[src/rpv_pkg.sv]
// Package for the regular polygon vertex generator: payload structs,
// register indexes, default parameters and the CORDIC arctangent table.
// No dependencies.
`default_nettype none
package rpv_pkg;
  localparam int DEF_MAX_SIDES  = 64;
  localparam int DEF_PHASE_BITS = 24;
  localparam int CORDIC_STEPS   = 24;
  localparam logic signed [32:0] CORDIC_ONE = 33'sd652032874;

  localparam logic [1:0] REG_CENTER_X = 2'd0;
  localparam logic [1:0] REG_CENTER_Y = 2'd1;

  typedef struct packed {
    logic signed [31:0] ref_x;
    logic signed [31:0] ref_y;
    logic [6:0]         side_count;
  } in_t;

  typedef struct packed {
    logic [5:0]         vertex_index;
    logic signed [31:0] vertex_x;
    logic signed [31:0] vertex_y;
    logic               last_vertex;
  } out_t;

  function automatic logic signed [32:0] atan_at(input logic [4:0] i);
    case (i)
      5'd0:  atan_at = 33'sd536870912;
      5'd1:  atan_at = 33'sd316933406;
      5'd2:  atan_at = 33'sd167458907;
      5'd3:  atan_at = 33'sd85004756;
      5'd4:  atan_at = 33'sd42667331;
      5'd5:  atan_at = 33'sd21354465;
      5'd6:  atan_at = 33'sd10679838;
      5'd7:  atan_at = 33'sd5340245;
      5'd8:  atan_at = 33'sd2670163;
      5'd9:  atan_at = 33'sd1335087;
      5'd10: atan_at = 33'sd667544;
      5'd11: atan_at = 33'sd333772;
      5'd12: atan_at = 33'sd166886;
      5'd13: atan_at = 33'sd83443;
      5'd14: atan_at = 33'sd41722;
      5'd15: atan_at = 33'sd20861;
      5'd16: atan_at = 33'sd10430;
      5'd17: atan_at = 33'sd5215;
      5'd18: atan_at = 33'sd2608;
      5'd19: atan_at = 33'sd1304;
      5'd20: atan_at = 33'sd652;
      5'd21: atan_at = 33'sd326;
      5'd22: atan_at = 33'sd163;
      5'd23: atan_at = 33'sd81;
      default: atan_at = 33'sd0;
    endcase
  endfunction
endpackage
`default_nettype wire

[src/regular_polygon_vertex_generator.sv]
// Regular polygon vertex generator, top level. Uses rpv_pkg, rpv_div, rpv_cordic.
// The first vertex transaction follows the input transaction once the phase-step divider
// is done; each further vertex then needs a 24-step CORDIC rotation and the products
// on the shared 33x18 multiplier. One request at a time.
// Synchronous active-high reset clears the center registers and the sequencer.
`default_nettype none
module regular_polygon_vertex_generator #(
  parameter int MAX_SIDES  = rpv_pkg::DEF_MAX_SIDES,
  parameter int PHASE_BITS = rpv_pkg::DEF_PHASE_BITS
) (
  input  wire logic         clk,
  input  wire logic         rst,
  input  wire logic         in_valid,
  output logic              in_stall,
  input  wire rpv_pkg::in_t in_item,
  output logic              out_valid,
  input  wire logic         out_stall,
  output rpv_pkg::out_t     out_item,
  input  wire logic         cfg_we,
  input  wire logic [1:0]   cfg_index,
  input  wire logic [31:0]  cfg_data
);
  import rpv_pkg::*;

  localparam logic [2:0] S_IDLE = 3'd0, S_DIV = 3'd1, S_EMIT = 3'd2,
                         S_COR = 3'd3, S_MUL = 3'd4, S_FIN = 3'd5;

  logic [2:0]              state;
  logic signed [31:0]      cx, cy;
  logic [6:0]              n, k;
  logic signed [32:0]      dxr, dyr;
  logic [PHASE_BITS-1:0]   step, phase;
  logic                    div_start, div_done, cor_start, cor_done;
  logic [PHASE_BITS-1:0]   div_q;
  logic signed [17:0]      cq, sq, cr, sr;
  logic [2:0]              mcnt;
  logic signed [32:0]      ma;
  logic signed [17:0]      mb;
  logic signed [50:0]      p;
  logic signed [51:0]      acc, sx, sy_now;
  logic [6:0]              n_clamp;

  function automatic logic signed [31:0] fin_coord(input logic signed [31:0] ctr,
                                                   input logic signed [51:0] v);
    logic signed [51:0] r;
    logic signed [36:0] t;
    r = v + 52'sd32768;
    t = 37'(ctr) + 37'($signed(r[51:16]));
    if (t > 37'sd2147483647) fin_coord = 32'sh7FFF_FFFF;
    else if (t < -37'sd2147483648) fin_coord = 32'sh8000_0000;
    else fin_coord = t[31:0];
  endfunction

  always_comb begin
    if (in_item.side_count < 7'd3) n_clamp = 7'd3;
    else if (in_item.side_count > 7'(MAX_SIDES)) n_clamp = 7'(MAX_SIDES);
    else n_clamp = in_item.side_count;
  end

  always_comb begin
    case (mcnt)
      3'd0:    begin ma = dxr; mb = cr; end
      3'd1:    begin ma = dyr; mb = sr; end
      3'd2:    begin ma = dxr; mb = sr; end
      default: begin ma = dyr; mb = cr; end
    endcase
  end

  assign in_stall  = (state != S_IDLE);
  assign div_start = in_valid && !in_stall;
  assign cor_start = (state == S_EMIT) && out_valid && !out_stall && !out_item.last_vertex;
  assign sy_now    = acc + 52'(p);

  rpv_div #(.PHASE_BITS(PHASE_BITS)) u_div (
    .clk(clk), .rst(rst), .start(div_start), .divisor(n_clamp),
    .done(div_done), .quot(div_q)
  );

  rpv_cordic #(.PHASE_BITS(PHASE_BITS)) u_cordic (
    .clk(clk), .rst(rst), .start(cor_start), .phase(phase),
    .done(cor_done), .cos_q(cq), .sin_q(sq)
  );

  always_ff @(posedge clk) begin
    if (rst) begin
      state     <= S_IDLE;
      out_valid <= 1'b0;
      cx        <= '0;
      cy        <= '0;
    end else begin
      if (cfg_we && cfg_index == REG_CENTER_X) cx <= cfg_data;
      if (cfg_we && cfg_index == REG_CENTER_Y) cy <= cfg_data;
      case (state)
        S_IDLE: begin
          if (div_start) begin
            n     <= n_clamp;
            dxr   <= 33'(in_item.ref_x) - 33'(cx);
            dyr   <= 33'(in_item.ref_y) - 33'(cy);
            out_item.vertex_x <= in_item.ref_x;
            out_item.vertex_y <= in_item.ref_y;
            state <= S_DIV;
          end
        end
        S_DIV: begin
          if (div_done) begin
            step  <= div_q;
            phase <= div_q;
            k     <= 7'd1;
            out_item.vertex_index <= 6'd0;
            out_item.last_vertex  <= 1'b0;
            out_valid <= 1'b1;
            state <= S_EMIT;
          end
        end
        S_EMIT: begin
          if (out_valid && !out_stall) begin
            out_valid <= 1'b0;
            state <= out_item.last_vertex ? S_IDLE : S_COR;
          end
        end
        S_COR: begin
          if (cor_done) begin
            cr    <= cq;
            sr    <= sq;
            mcnt  <= 3'd0;
            state <= S_MUL;
          end
        end
        S_MUL: begin
          p    <= ma * mb;
          mcnt <= mcnt + 3'd1;
          case (mcnt)
            3'd1:    acc <= 52'(p);
            3'd2:    sx  <= acc - 52'(p);
            3'd3:    acc <= 52'(p);
            default: acc <= acc;
          endcase
          if (mcnt == 3'd4) state <= S_FIN;
        end
        S_FIN: begin
          out_item.vertex_x     <= fin_coord(cx, sx);
          out_item.vertex_y     <= fin_coord(cy, sy_now);
          out_item.vertex_index <= k[5:0];
          out_item.last_vertex  <= (k == n - 7'd1);
          out_valid <= 1'b1;
          k     <= k + 7'd1;
          phase <= phase + step;
          state <= S_EMIT;
        end
        default: state <= S_IDLE;
      endcase
    end
  end
endmodule
`default_nettype wire

[src/rpv_div.sv]
// Restoring divider, one quotient bit per cycle: step = round(2^PHASE_BITS / n).
// Depends on rpv_pkg.
`default_nettype none
module rpv_div #(
  parameter int PHASE_BITS = rpv_pkg::DEF_PHASE_BITS
) (
  input  wire logic                  clk,
  input  wire logic                  rst,
  input  wire logic                  start,
  input  wire logic [6:0]            divisor,
  output logic                       done,
  output logic [PHASE_BITS-1:0]      quot
);
  import rpv_pkg::*;
  localparam int NW = PHASE_BITS + 1;
  localparam int CW = $clog2(NW + 1);

  logic [NW-1:0] num;
  logic [NW-1:0] q;
  logic [7:0]    rem;
  logic [6:0]    d;
  logic [CW-1:0] cnt;
  logic          busy;
  logic [7:0]    trial;

  assign trial = {rem[6:0], num[NW-1]};
  assign quot  = q[PHASE_BITS-1:0];

  always_ff @(posedge clk) begin
    if (rst) begin
      busy <= 1'b0;
      done <= 1'b0;
    end else begin
      done <= 1'b0;
      if (start) begin
        busy <= 1'b1;
        cnt  <= CW'(NW);
        d    <= divisor;
        rem  <= 8'd0;
        q    <= '0;
        num  <= (NW'(1) << PHASE_BITS) + NW'(divisor >> 1);
      end else if (busy) begin
        num <= num << 1;
        if (trial >= {1'b0, d}) begin
          rem <= trial - {1'b0, d};
          q   <= {q[NW-2:0], 1'b1};
        end else begin
          rem <= trial;
          q   <= {q[NW-2:0], 1'b0};
        end
        cnt <= cnt - CW'(1);
        if (cnt == CW'(1)) begin
          busy <= 1'b0;
          done <= 1'b1;
        end
      end
    end
  end
endmodule
`default_nettype wire

[src/rpv_cordic.sv]
// Iterative CORDIC, one micro-rotation per cycle, giving Q1.16 cos and sin
// of a phase. Depends on rpv_pkg.
`default_nettype none
module rpv_cordic #(
  parameter int PHASE_BITS = rpv_pkg::DEF_PHASE_BITS
) (
  input  wire logic                   clk,
  input  wire logic                   rst,
  input  wire logic                   start,
  input  wire logic [PHASE_BITS-1:0]  phase,
  output logic                        done,
  output logic signed [17:0]          cos_q,
  output logic signed [17:0]          sin_q
);
  import rpv_pkg::*;
  localparam int SH = 32 - PHASE_BITS;

  logic [31:0]        p32;
  logic [31:0]        pq;
  logic signed [32:0] x, y, z;
  logic [1:0]         quad;
  logic [4:0]         cnt;
  logic               busy, fin;
  logic signed [33:0] c, s;

  function automatic logic signed [17:0] rnd(input logic signed [33:0] v);
    logic signed [33:0] r;
    r = (v + 34'sd8192) >>> 14;
    if (r > 34'sd65536) rnd = 18'sd65536;
    else if (r < -34'sd65536) rnd = -18'sd65536;
    else rnd = r[17:0];
  endfunction

  assign p32 = 32'(phase) << SH;
  assign pq  = p32 + 32'h2000_0000;

  always_comb begin
    case (quad)
      2'd0:    begin c = 34'(x);  s = 34'(y);  end
      2'd1:    begin c = -34'(y); s = 34'(x);  end
      2'd2:    begin c = -34'(x); s = -34'(y); end
      default: begin c = 34'(y);  s = -34'(x); end
    endcase
  end

  always_ff @(posedge clk) begin
    if (rst) begin
      busy <= 1'b0;
      fin  <= 1'b0;
      done <= 1'b0;
    end else begin
      done <= 1'b0;
      if (start) begin
        busy <= 1'b1;
        cnt  <= 5'd0;
        quad <= pq[31:30];
        x    <= CORDIC_ONE;
        y    <= '0;
        z    <= 33'(signed'(p32 - {pq[31:30], 30'd0}));
      end else if (busy) begin
        if (!z[32]) begin
          x <= x - (y >>> cnt);
          y <= y + (x >>> cnt);
          z <= z - atan_at(cnt);
        end else begin
          x <= x + (y >>> cnt);
          y <= y - (x >>> cnt);
          z <= z + atan_at(cnt);
        end
        cnt <= cnt + 5'd1;
        if (cnt == 5'(CORDIC_STEPS - 1)) begin
          busy <= 1'b0;
          fin  <= 1'b1;
        end
      end else if (fin) begin
        fin   <= 1'b0;
        done  <= 1'b1;
        cos_q <= rnd(c);
        sin_q <= rnd(s);
      end
    end
  end
endmodule
`default_nettype wire

[config.mk]
export PLATFORM = sky130hd
export DESIGN_NAME = regular_polygon_vertex_generator
export DESIGN_NICKNAME = d
export VERILOG_FILES = /design/src/rpv_pkg.sv /design/src/regular_polygon_vertex_generator.sv /design/src/rpv_div.sv /design/src/rpv_cordic.sv
export SDC_FILE = /design/constraint.sdc
export NUM_CORES = 2
export LEC_CHECK = 0
export BUFFER_PORTS_ARGS = -buffer_cell sky130_fd_sc_hd__buf_2
export CAP_MARGIN = 30
export CORE_AREA = 2 2 352 354
export DETAILED_ROUTE_END_ITERATION = 16
export DIE_AREA = 0 0 354 356
export PLACE_DENSITY = 0.85
export SETUP_SLACK_MARGIN = 0.1
export SLEW_MARGIN = 20
export SYNTH_ARGS = -nofsm -noshare
export SYNTH_HDL_FRONTEND = slang
export SYNTH_SLANG_ARGS = --single-unit
[constraint.sdc]
create_clock -name clk -period 7.99 [get_ports clk]
set_input_delay 0.3995 -clock clk [delete_from_list [all_inputs] [get_ports clk]]
set_output_delay 0.3995 -clock clk [all_outputs]
set_load 0.02 [all_outputs]
==> metrics.csv <==
metric,value,unit
synth-edff-count,587,
min_period,8110,ps
wire_per_inst,21.2,um
clkTransAtPathRegs,60,ps
coreArea,123000,um^2
setup_violations,5,
p_int,13.7,mW
totalPowerFinal,23.6,mW
die_x,354,um
rr_endpoint,p[47]$_DFFE_PP_,
maxCapViolCount,0,
crit_fanout,8,
detail_route.first_pass.iterations,6,
io_pins,183,
crit_arrival,8570,ps
violations,setup timing,
synthArstFlopShare,0,
rsz0062_at_grt,yes,
initial_core_util,0.585,
timing.rr.start,mcnt[1]$_SDFFCE_PP0P_,
overflow,0,
hold_slack,49.7,ps
synth_cell_type_count,104,
drc,0,
wl_met3,17.0,mm
power_density,293,nW/um^2
skew,45.5,ps
postLayoutCellArea,80400,um^2
sw_frac_of_total,0.418,
drive_gt1_frac,0.119,
syn-cell-area,71700,um^2
hold_start,in_item[55],
worstRegToRegCells,31,
grt_max_degree,83,
reg2reg_slack,-120,ps
critPathSlowestCell,fa_2,
drt-initial-drc-count,6076,
holdPathStages,3,
cts_root_buf,clkbuf_16,
tns,-336,ps
syn-instance-count,7798,
antenna_found_initial,2,
switchingPower,9.87,mW
ys_ff_latch,690,
area_growth,12.1,%
seq_area_frac_synth,0.275,
cts_buffers,79,
ant_nets,0,
fin_ws,-122,ps
grt_pass1_vias,59400,
power_frac_comb,0.643,
grtUsageTotal,0.325,
fin_crit_sh,1.02,
yosysWarnings,0,
worstPathRequired,8440,ps
hold_class,in2reg,
cts_tree,yes,
slew_headroom,0.268,
endpoint_kind,flip-flop,
synth_flop_cell,edfxtp_1,
min_to,out_item[49]$_DFFE_PP_,
irDropWorstVdd,0.000817,V
wl_met2,98.3,mm
drv_slew,0,
max_freq,123,MHz
finalHoldViolCount,0,
grt_first_pass_wirelength,324,mm
critPathKind,reg2reg,
htree_num_levels,3,
vias,59800,
slowest_delay,600,ps
status,"complete, but fails checks",
met1_length,80.7,mm
cts_num_sinks,690,
clkLatencyLatePin,720,ps
p_leak,35.3,nW
critPathLaunchType,flip-flop,
clockBufferDepth,3,
die_area,126000,um^2
synth.avg_cell_area,9.20,um^2
p_seq_frac,0.198,
rows,129,
dpl_cell_area,76300,um^2
die_y,356,um
path_common_cell,fa_1,
clkPwrFrac,0.159,
fin_nets,9401,
port_buffers,182,
syn_nets,9047,
wirelength,209,mm
drt-vias-per-instance,6.07,
hpwl,162,mm
gp_congestion,1.01,
top_layer_used,met5,
worstMarginPinSlew,1090,ps
final cells by class:
type                            instances  area [um^2]
Clock inverter                         46          467
Sequential cell                       690        19700
Inverter                              871         3270
Tap cell                             1637         2050
Fill cell                            9481        42200
Clock buffer                          100         2200
Antenna cell                            3         7.51
Multi-Input combinational cell       5915        48200
Timing Repair Buffer                  595         4560
state kept, by name (all words and copies together) (netlist names), 7 cells and up, named ones only:
| name | cells |
|---|---|
| u_div.d | 7 |
| sx | 37 |
| u_div.rem | 7 |
| u_cordic.cos_q | 18 |
| cr | 18 |
| dyr | 33 |
| n | 7 |
| p | 51 |
| out_item | 71 |
| phase | 24 |
| u_div.q | 24 |
| k | 7 |
| u_div.num | 25 |
| u_cordic.x | 33 |
| step | 24 |
| u_cordic.sin_q | 18 |
| sr | 18 |
| acc | 51 |
| cy | 32 |
| u_cordic.y | 33 |
| u_cordic.z | 33 |
| dxr | 33 |
| cx | 32 |
synthesized netlist by cell type, types with 103 or more instances:
master / number / area [um^2]
o21ai_0: 303 / 1520
edfxtp_1: 587 / 17600
nand3_1: 125 / 626
fa_1: 578 / 11600
dfxtp_1: 103 / 2060
xor2_1: 200 / 1750
a21o_1: 155 / 1160
clkbuf_1: 265 / 995
nand2_1: 1012 / 3800
a21oi_1: 545 / 2730
inv_1: 870 / 3270
xnor2_1: 348 / 3050
and2_1: 112 / 701
nor2_1: 700 / 2630
ha_1: 561 / 7020
logic make-up (layout without fill, tap and decap cells):
logic type,count (synthesis),in the layout,share of synthesized area
other,0,3,0
xor gates and xnor gates,548,548,0.0669
adders and majority gates,1139,1139,0.259
DFF,690,690,0.275
AOI/OAI and AO/OA,1515,1515,0.132
buffers and inverters,1193,1612,0.0631
muxes,243,243,0.0489
and+or+nand+nor,2470,2470,0.155
through the flow:
stage | utilization | worst slack (ps) | cells
global placement | 0.621 | -605 | 9621
finish | 0.656 | -122 | 9857
detailed placement | 0.622 | -688 | 9624
floorplan | - | 125 | 7798
CTS | 0.653 | -110 | 9843
global route | 0.656 | -329 | 9854
what timing repair did:
item,in CTS,in global routing
resized for setup,92,71
endpoints found under the hold margin,87,0
buffers inserted,18,10
hold buffers,54,0
pin swaps,40,52
cloned,1,1
setup endpoints to repair,16,48
worst max-delay path, delay by kind of cell, from the launching register on:
kind                       cells  cell delay [ps]
and+or+nand+nor                1              160
DFF                            1              470
buffers and inverters          7              810
AOI/OAI and AO/OA             13             2370
muxes                          1              320
xor gates and xnor gates       1              170
adders and majority gates      8             3520
placed cells by master, fill, tap and decap left out, types with 36 or more instances in the layout:
cell / Yosys / final
mux2_2: 75 / 51
nand2b_1: 65 / 65
o21ai_0: 303 / 289
a21oi_1: 545 / 533
ha_1: 561 / 553
fa_1: 578 / 574
mux4_2: 73 / 73
buf_4: 2 / 315
o21bai_1: 39 / 39
xnor2_1: 348 / 346
o21a_1: 70 / 69
nand4_1: 52 / 52
a31oi_1: 65 / 63
dfxtp_1: 103 / 103
buf_2: 17 / 182
mux2i_1: 91 / 86
nand2_1: 1012 / 1010
a211oi_1: 40 / 36
nor2_1: 700 / 690
nor3_1: 102 / 100
clkbuf_16: 0 / 83
and3_1: 77 / 76
edfxtp_1: 587 / 587
xor2_1: 200 / 200
o31ai_1: 46 / 44
dlygate4sd3_1: 0 / 54
a21o_1: 155 / 155
nand3_1: 125 / 125
and2_1: 112 / 107
nor2b_1: 63 / 62
inv_1: 870 / 857
power by group through the flow:
stage	registers (mW)	clock network, mW	logic, mW
floorplan	4.74	0	8.51
global placement	4.74	0	12.7
detailed placement	4.74	0	13.2
CTS	4.67	3.80	14.4
global route	4.67	3.93	16.6
finish	4.67	3.75	15.2
worst max path at each step:
stage / end / startpoint / cells past startpoint / slack [ps]
3_5_place_dp: p[49]$_DFFE_PP_ / mcnt[0]$_SDFFCE_PP0P_ / 32 / -690
3_3_place_gp: p[49]$_DFFE_PP_ / mcnt[0]$_SDFFCE_PP0P_ / 32 / -610
4_1_cts: p[47]$_DFFE_PP_ / mcnt[0]$_SDFFCE_PP0P_ / 33 / -110
6_report: p[47]$_DFFE_PP_ / mcnt[1]$_SDFFCE_PP0P_ / 31 / -120
5_1_grt: p[47]$_DFFE_PP_ / mcnt[1]$_SDFFCE_PP0P_ / 31 / -330
2_1_floorplan: p[49]$_DFFE_PP_ / mcnt[0]$_SDFFCE_PP0P_ / 32 / 130
metal layers:
layer  GRT usage  up-vias
met5           0        -
met4       0.165        4
met3      0.0519      684
met2       0.537     2781
met1       0.416    29100
li1            -    27300
(Power assumes the default switching activity.)
